File: config.mk
export PLATFORM = sky130hd
export DESIGN_NAME = isrt_cell
export DESIGN_NICKNAME = d
export VERILOG_FILES = /design/src/sv/isrt_pkg.sv /design/src/sv/isrt_cell.sv
export SDC_FILE = /design/constraint.sdc
export NUM_CORES = 1
export LEC_CHECK = 0
export ABC_AREA = 0
export ABC_CLOCK_PERIOD_IN_PS = 7150
export BUFFER_PORTS_ARGS = -buffer_cell sky130_fd_sc_hd__buf_4
export CAP_MARGIN = 20
export CORE_MARGIN = 4
export CORE_UTILIZATION = 48
export CTS_CLUSTER_DIAMETER = 120
export DETAILED_ROUTE_END_ITERATION = 8
export HOLD_SLACK_MARGIN = 0.03
export PLACE_DENSITY_LB_ADDON = 0.1
export SYNTH_ARGS = -nofsm -noshare
export SYNTH_HDL_FRONTEND = slang
export SYNTH_SLANG_ARGS = --single-unit
File: constraint.sdc
create_clock -name i_clk -period 7.15 [get_ports i_clk]
set_input_delay 1.43 -clock i_clk [delete_from_list [all_inputs] [get_ports i_clk]]
set_output_delay 1.43 -clock i_clk [all_outputs]
set_load 0.02 [all_outputs]
File: src/sv/isrt_pkg.sv
// Shared types for the insertion sort engine.
`timescale 1ns / 1ps

package isrt_pkg;

    // Width of one sorted element.
    localparam int unsigned DATA_W = 32;

    // Engine mode: loading a set, or draining the sorted run.
    typedef enum logic [0:0] {
        S_LOAD  = 1'b0,
        S_DRAIN = 1'b1
    } t_state;

    // Control broadcast to every cell of the chain.
    typedef struct packed {
        logic load;   // insert the broadcast value this cycle
        logic shift;  // move every element one cell toward the output
    } t_cell_ctl;

endpackage

File: src/sv/isrt_cell.sv
// One cell of the sorting chain: holds one element and its occupied flag.
`timescale 1ns / 1ps

module isrt_cell
    import isrt_pkg::*;
(
    input  logic                     i_clk,
    input  logic                     i_rst_n,
    input  t_cell_ctl                i_ctl,
    input  logic signed [DATA_W-1:0] i_new_value,
    input  logic signed [DATA_W-1:0] i_prev_value,
    input  logic                     i_prev_occ,
    input  logic                     i_prev_greater,
    input  logic signed [DATA_W-1:0] i_next_value,
    input  logic                     i_next_occ,
    output logic signed [DATA_W-1:0] o_value,
    output logic                     o_occ,
    output logic                     o_greater
);

    logic signed [DATA_W-1:0] r_value;
    logic signed [DATA_W-1:0] n_value;
    logic                     r_occ;
    logic                     n_occ;
    logic                     w_take;

    // Strictly greater elements move up, so equal values keep arrival order.
    assign o_greater = r_occ && (r_value > i_new_value);

    // The cell changes on insert when it moves up or is the first free cell.
    assign w_take = o_greater || (!r_occ && i_prev_occ);

    always_comb begin
        n_value = r_value;
        n_occ   = r_occ;
        if (i_ctl.shift) begin
            n_value = i_next_value;
            n_occ   = i_next_occ;
        end else if (i_ctl.load && w_take) begin
            n_value = i_prev_greater ? i_prev_value : i_new_value;
            n_occ   = 1'b1;
        end
    end

    // Occupied flag is control state; the element itself needs no reset.
    always_ff @(posedge i_clk) begin
        if (!i_rst_n) begin
            r_occ <= 1'b0;
        end else begin
            r_occ <= n_occ;
        end
    end

    always_ff @(posedge i_clk) begin
        r_value <= n_value;
    end

    assign o_value = r_value;
    assign o_occ   = r_occ;

endmodule

Yosys cells after proc, flatten, opt, wreduce, memory -nomap -nowiden --
Index checks and enable logic that the tools add are counted.
Storage, ports and cells: word-level logic and storage cells 14, bits of input ports 103, output and inout bits 34, flip-flop bits (word level) 33
Operators by class: reduce and logical (&&, ||, !) cells 6, mux-type cells 5, $lt $le $gt $ge 1
Operators with widths (count):
- 2-to-1 mux 32 bit | 3
- greater-than comparator 32 bit | 1
- logical AND 1 bit | 3
- 2-to-1 mux 1 bit | 2
- nonzero test 2 bit | 1
- logical NOT 1 bit | 1
- logical OR 1 bit | 1

Depth between registers and ports, before layout --
Gate-level depths: netlist (run 1).
depth in word-level cells 6, mapped depth 8, gate-level depth less buffers 8

Worst setup path after synthesis (run 1) --
Ideal clock, no wire load.
kind input-to-output, start point in i_new_value[31], end point out o_greater, required time 5.720 ns, path buffers 0, arrival time 3.026 ns, slack 2.694 ns, stages 8, cell sequence inv_1 -> ha_1 -> nand4_1 -> nor2_1 -> a22oi_1 -> o211ai_1 -> or3_1 -> a21boi_1
On the way: cells in the longest elaborated chain, start to end 2
Ends and longest elaborated chain:
- start, declared | line isrt_cell.sv:10 | input logic signed [DATA_W-1:0] i_new_value,
- greater-than comparator 32 bit | line isrt_cell.sv:28 | assign o_greater = r_occ && (r_value > i_new_value);
- logical AND 1 bit | line isrt_cell.sv:28
- end, declared | line isrt_cell.sv:18 | output logic o_greater
No other way between the ends.

Worst setup path in the final report (run 1) --
Ends and elaborated chain as after synthesis.

==> results.rst, run 1 <==
.. list-table::
   :header-rows: 1

   * - Metric
     - Value
   * - Setup repair after global routing missed its margin
     - false
   * - Number of different library cells in the post-synthesis netlist
     - 30
   * - Starting density of the core
     - 0.4953
   * - Fmax
     - 0.2116 GHz
   * - Width of the die
     - between 80 and 90 um
   * - Number of buffers created by CTS
     - 5
   * - Critical path cell sequence
     - buf_4 > inv_1 > ha_1 > nand4_1 > nor2_1 > a22oi_1 > o211ai_1 > or3_1 > a21boi_1 > buf_4
   * - Post-Synthesis Mean Instance Area
     - between 9 and 10 um2
   * - Number of filler instances in the final layout
     - 428
   * - Top flip-flop cell by instance count after synthesis
     - edfxtp_1
   * - Final count of negative-setup-slack endpoints
     - 0
   * - Boundary Pins
     - 137
   * - Area post-placement
     - 3601 um2
   * - Pins over their slew limit
     - 0
   * - Maximum vdd drop
     - 0.00008220 V
   * - Die outline area
     - 6496 um2
   * - Top cell type's share of synthesized area
     - 0.3798
   * - Combined global-route utilization of all metal layers
     - 0.2040
   * - Actual transition at the worst max-transition pin
     - 0.5682 ns
   * - Final core occ
     - 0.7249
   * - Share of layout cells above drive strength 1
     - 0.3722
   * - Clock edge transition at the registers on the reported setup and hold paths
     - 0.07 ns
   * - Startpoint type of the worst setup path
     - input port
   * - Floorplan row count
     - 26
   * - Antenna Cells
     - 0
   * - Total number of H-tree levels
     - 2
   * - Largest cells by area after synthesis
     - edfxtp_1, ha_1, mux2i_1
   * - Residual overflow from global routing
     - 0
   * - Cell repeated most along the worst path
     - buf_4
   * - First-pass iteration count of the detailed router
     - 4
   * - Max clock buf depth
     - 2
   * - Clock Skews
     - 0.01024 ns
   * - Buffer and inverter count on the worst path
     - 3
   * - Class of the worst hold path
     - reg2reg
   * - Worst-path fanout max
     - 6
   * - Portion of the clock cycle consumed by the worst path in the final layout
     - 0.6609
   * - Antenna violations before repair
     - 0
   * - Post-route ant nets
     - 0
   * - Total negative setup slack
     - 0 ns
   * - Die Height
     - 80.60 um
   * - Total power draw
     - 615.6 uW
   * - Skew-Pair Late Insertion Delay
     - 0.28 ns
   * - Register bit count reported by yosys
     - 33
   * - Hold bufs inserted after CTS
     - 0
   * - Net count reported at finish
     - 537
   * - Via count of the first global-routing pass
     - about 2300
   * - Synthesized area
     - 2530 um2
   * - Final hold viol count
     - 0
   * - Max incr delay on CP
     - 0.38 ns
   * - Global-route wire length before repair
     - 10290 um
   * - Sinks on the clock net
     - 33
   * - Resize count post-CTS
     - 0
   * - Count of mapped cells out of synthesis
     - 269
   * - Post-Route WL
     - 6635 um
   * - Share of flip-flops with an asynchronous set or reset
     - 0
   * - List of most frequent post-synthesis cells
     - nand2_1, o21ai_0, inv_1
   * - Proportion of synthesized chip area in sequential cells
     - 0.3877
   * - Post-layout min period
     - 4.725 ns
   * - Count of flip-flops with a built-in enable after synthesis
     - 32
   * - Largest delay contributor family on the critical path
     - simple AND/OR/NAND/NOR gates
   * - Via count normalized by instance count
     - 5.072
   * - Slowest stage cell, crit path
     - or3_1
   * - Outcome
     - finished, final reports clean
   * - Pin count of the biggest net entering global routing
     - 67
   * - Most common cell in the synthesized netlist
     - nand2_1
   * - Data arrival time of the critical path
     - between 3 and 4 ns
   * - Clock tree from TritonCTS
     - done
   * - Leakage power total
     - 1.878 nW
   * - Post-CTS Setup Inserts
     - 0
   * - Library cell with the largest summed area after synthesis
     - edfxtp_1
   * - Mapped Nets
     - 404
   * - Critical path data required time
     - 5.72 ns
   * - Area growth from synthesis to final layout
     - 46.34%
   * - Tightest slew margin relative to the limit
     - 0.6212
   * - Warning count from the yosys run
     - 0
   * - 1st-iter DRT viols
     - between 100 and 150
   * - Core Region
     - between 5000 and 6000 um2
   * - Cell Pwr Density
     - 166.3 nW/um2
   * - Total half-perimeter wirelength after legalization and detailed placement
     - 5379 um
   * - Kind of end point of the critical path
     - primary output
   * - Cell at the root of the clock tree
     - clkbuf_8
   * - Maximum capacitance violations
     - 0
   * - Vias post-DR
     - 2399
   * - Placer Congestion
     - 0.7788
   * - Finished Cell Area
     - roughly 3700 um2
   * - Port Buf Inserts
     - 136
   * - Post-route DRC violation count
     - 0
   * - Start-to-end type of the worst setup path
     - in2out
   * - Routed len/inst
     - 14.03 um
## worst min-delay path: cells and delay by family (launching register included)
kind | cells | cell delay [ns]
buf+inv | 1 | 0.08
compound gates | 1 | 0.07
flops | 1 | 0.32
## where the power goes
group / total (mW) / switching (mW) / leakage (nW) / internal [mW]
registers: 0.250 / 0.0115 / 0.333 / 0.239
clock network: 0.157 / 0.0699 / 0.0542 / 0.0871
logic: 0.208 / 0.106 / 1.49 / 0.102
## cell type report
cell class / instances / area [um2] / share of cell area
Multi-Input combinational cell: 191 / 1376 / 0.3717
Timing Repair Buffer: 137 / 1028 / 0.2778
Sequential cell: 33 / 980.9 / 0.2650
Inverter: 34 / 127.6 / 0.03447
Clock buffer: 7 / 96.34 / 0.02602
Tap cell: 70 / 87.58 / 0.02366
Clock inverter: 1 / 5.005 / 0.001352
## state kept, by name, summed over array words and instances, names as in the netlist
name     flops
o_value     32
o_occ        1
## cell families (layout without fill, tap and decap cells)
kind of cell             after synthesis  in the layout  share of synthesized area
AND/OR/NAND/NOR                       64             64                     0.1172
AO/OA/AOI/OAI                         63             63                     0.1419
buffers and inverters                 45            179                    0.06825
flip-flops                            33             33                     0.3877
adder cells (fa/ha/maj)               32             32                     0.1583
multiplexers                          32             32                     0.1266
## layer usage
| metal | part of all wire | GRT usage | routed length, um |
|---|---|---|---|
| met3 | 0.11 | 0.07175 | 725 |
| met5 | 0 | 0 | 0 |
| met4 | 0.0086 | 0.05574 | 57 |
| met1 | 0.41 | 0.2444 | 2697 |
| met2 | 0.48 | 0.3452 | 3154 |
## path summary, 6_finish.rpt
check / endpoint / from / slack (ns) / cells past startpoint
max reg2reg: o_value[7]$_DFFE_PP_ / o_value[1]$_DFFE_PP_ / 4.33 / 8
min: o_occ$_SDFFE_PN0P_ / o_occ$_SDFFE_PN0P_ / 0.51 / 2
min reg2reg: o_occ$_SDFFE_PN0P_ / o_occ$_SDFFE_PN0P_ / 0.51 / 2
max: o_greater / i_new_value[31] / 2.42 / 10
## layout by cell type, fill, tap and decap left out, types with 2 or more instances in the layout
cell,netlist,final
a31oi_1,3,3
clkbuf_8,0,7
nand4_1,6,6
o211ai_1,2,2
ha_1,32,32
a21oi_1,13,13
nor2_1,4,4
nor3_1,2,2
mux2i_1,32,32
o21ai_0,38,38
inv_1,34,34
edfxtp_1,32,32
nand3_1,2,2
nand2_1,43,43
buf_4,0,137
## per-stage QoR
stage / cells / worst slack, ns / hold WS (ns)
4_1_cts: 473 / 2.471 / 0.5170
3_5_place_dp: 465 / 2.473 / 0.5017
6_report: 473 / 2.425 / 0.5128
5_1_grt: 473 / 2.265 / 0.5570
2_1_floorplan: 269 / 2.694 / 0.5630
3_3_place_gp: 465 / 2.503 / 0.4846
Note: power is estimated with default switching activity, not from simulation.
==> run 2, diff against run 1 <==
ABC_CLOCK_PERIOD_IN_PS = 4220   (was 7150)
CORE_UTILIZATION = 41   (was 48)
clock period = 4.22 ns   (was 7.15 ns; I/O delays follow)
==> results.rst, run 2 (synthesis gave the netlist of run 1 again) <==
.. list-table::
   :header-rows: 1

   * - Metric
     - Value
   * - Outcome
     - finished, final reports clean
   * - Resize count post-CTS
     - 0 (unchanged)
   * - Via count of the first global-routing pass
     - 2451 (+7.7%)
   * - Antenna violations before repair
     - 0 (unchanged)
   * - Most common library cell in the layout ignoring fill and taps
     - buf_4
   * - Hold bufs inserted after CTS
     - 0 (unchanged)
   * - Total power draw
     - 1.006 mW (+63%)
   * - Buffer and inverter count on the worst path
     - 3 (unchanged)
   * - Die outline area
     - 7491 um2 (+15%)
   * - Port Buf Inserts
     - 136 (unchanged)
   * - Boundary Pins
     - 137 (unchanged)
   * - Hold depth
     - 2 (unchanged)
   * - Antenna Cells
     - 0 (unchanged)
   * - Width of the die
     - 86.55 um (+7.4%)
   * - Pin count of the biggest net entering global routing
     - 67 (unchanged)
   * - Maximum capacitance violations
     - 0 (unchanged)
   * - Net count reported at finish
     - 536 (-0.19%)
   * - Critical path data required time
     - 3.38 ns (-2.34 ns)
   * - Worst-path fanout max
     - 6 (unchanged)
   * - Leakage power total
     - 1.863 nW (-0.84%)
   * - Cell repeated most along the worst path
     - buf_4
   * - Share of layout cells above drive strength 1
     - 0.3682 (-0.004049)
   * - Critical path depth in cells
     - 10 (unchanged)
   * - Critical path cell sequence
     - buf_4 > inv_1 > ha_1 > nand4_1 > nor2_1 > a22oi_1 > o211ai_1 > or3_1 > a21boi_1 > buf_4
   * - Startpoint type of the worst setup path
     - input port
   * - Hold slack final
     - 0.5097 ns (-0.003090 ns)
   * - Final count of negative-setup-slack endpoints
     - 0 (unchanged)
   * - Total half-perimeter wirelength after legalization and detailed placement
     - 5381 um (about the same)
   * - Sinks on the clock net
     - 33 (unchanged)
   * - Kind of end point of the critical path
     - primary output
   * - Clock tree from TritonCTS
     - done
   * - Routed len/inst
     - 14.22 um (+1.4%)
   * - Vias post-DR
     - 2368 (-1.3%)
   * - Global-route wire length before repair
     - 11320 um (+9.9%)
   * - Pins over their slew limit
     - 0 (unchanged)
   * - Flip-flop count of the largest register after layout
     - 32 (unchanged)
   * - Portion of the clock cycle consumed by the worst path in the final layout
     - 0.8355
   * - Largest delay contributor family on the critical path
     - simple AND/OR/NAND/NOR gates
   * - Cell at the root of the clock tree
     - clkbuf_8
   * - Max incr delay on CP
     - 0.38 ns (about the same)
   * - Post-route ant nets
     - 0 (unchanged)
   * - Skew-Pair Late Insertion Delay
     - 0.28 ns (about the same)
   * - Slowest stage cell, crit path
     - or3_1
   * - First-pass iteration count of the detailed router
     - 4 (unchanged)
   * - Post-Route WL
     - 6785 um (+2.3%)
   * - Combined global-route utilization of all metal layers
     - 0.1882 (-0.01585)
   * - Via count normalized by instance count
     - 4.964 (-2.1%)
   * - Residual overflow from global routing
     - 0 (unchanged)
   * - Tightest slew margin relative to the limit
     - 0.4462 (-0.1751)
   * - Max clock buf depth
     - 2 (unchanged)
   * - Total negative setup slack
     - 0 ns (unchanged)
   * - Clock Skews
     - 0.005041 ns (-0.005195 ns)
   * - Class of the worst hold path
     - reg2reg
   * - Clock edge transition at the registers on the reported setup and hold paths
     - 0.07 ns (about the same)
   * - Post-CTS Setup Inserts
     - 0 (unchanged)
   * - Worst setup margin
     - 0.6944 ns (-1.731 ns)
   * - Start-to-end type of the worst setup path
     - in2out
   * - Post-layout min period
     - roughly 3.5 ns
   * - Setup repair after global routing missed its margin
     - false
   * - Commonest non-fill, non-tap cells in the layout
     - buf_4, nand2_1, o21ai_0
   * - Area growth from synthesis to final layout
     - 45.60%
   * - Placer Congestion
     - 0.7296 (-6.3%)
   * - Actual transition at the worst max-transition pin
     - 0.8278 ns (+0.2597 ns)
   * - Maximum vdd drop
     - 0.0001407 V (+71%)
   * - Worst R2R Path Depth
     - 7 (-1)
   * - Final hold viol count
     - 0 (unchanged)
   * - Post-route DRC violation count
     - 0 (unchanged)
   * - Die Height
     - 86.55 um (+7.4%)
   * - Starting density of the core
     - 0.4248 (-0.07056)
   * - Core Region
     - 5956 um2 (+17%)
   * - Total number of H-tree levels
     - 2 (unchanged)
   * - Data arrival time of the critical path
     - 2.68 ns (-0.62 ns)
   * - Floorplan row count
     - 28 (+7.7%)
   * - Pre-CTS setup slack
     - 0.7136 ns (-1.760 ns)
   * - 1st-iter DRT viols
     - 42 (-63%)
   * - Cell Pwr Density
     - 273.1 nW/um2 (+64%)
   * - Number of buffers created by CTS
     - 5 (unchanged)
   * - Fmax
     - 0.2836 GHz
## run 2: changes by cell type in the layout (fill, tap and decap cells not counted)
cell,delta
nand2_1,-1
nand2_2,+1
clkbuf_8,-2
buf_4,-1
clkinv_1,+2
## run 2: routing by layer
metal	up-vias	track usage	share of wire
met5	-	0	0
li1	1227	-	-
met2	83	0.3178	0.48
met1	1054	0.2329	0.42
met3	4	0.06559	0.091
met4	0	0.03824	0.0059
## run 2: final cells by class
| cell class | instances | area (um2) |
|---|---|---|
| Inverter | 34 | 127.6 |
| Timing Repair Buffer | 136 | 1021 |
| Multi-Input combinational cell | 191 | 1379 |
| Fill cell | 546 | 2272 |
| Sequential cell | 33 | 980.9 |
| Clock inverter | 3 | 12.51 |
| Tap cell | 75 | 93.84 |
| Clock buffer | 5 | 68.82 |
## run 2: power by group
part           switching (mW)  internal (mW)  total [mW]  leakage [nW]
logic                   0.179          0.173       0.352          1.49
clock network           0.118          0.111       0.229        0.0430
registers              0.0199          0.406       0.425         0.333
total                   0.317          0.689        1.01          1.86
## run 2: final timing paths
path | start | end | slack [ns]
setup / recovery | i_new_value[31] | o_greater | 0.69
hold / removal | o_occ$_SDFFE_PN0P_ | o_occ$_SDFFE_PN0P_ | 0.51
setup reg to reg | o_value[14]$_DFFE_PP_ | o_value[31]$_DFFE_PP_ | 1.40
hold reg to reg | o_occ$_SDFFE_PN0P_ | o_occ$_SDFFE_PN0P_ | 0.51
## run 2: tightest hold or removal path: stages, from the launching register on
cell	delay (ns)
dfxtp_1	0.32
inv_1	0.07
a31oi_1	0.07
## run 2: metrics by stage
stage                       util  cell area (um2)  std cells
after detailed placement  0.6048             3602        469
after global placement    0.6048             3602        469
after floorplan                -             2530        269
final                     0.6185             3684        477
after CTS                 0.6185             3684        477
after global routing      0.6185             3684        477
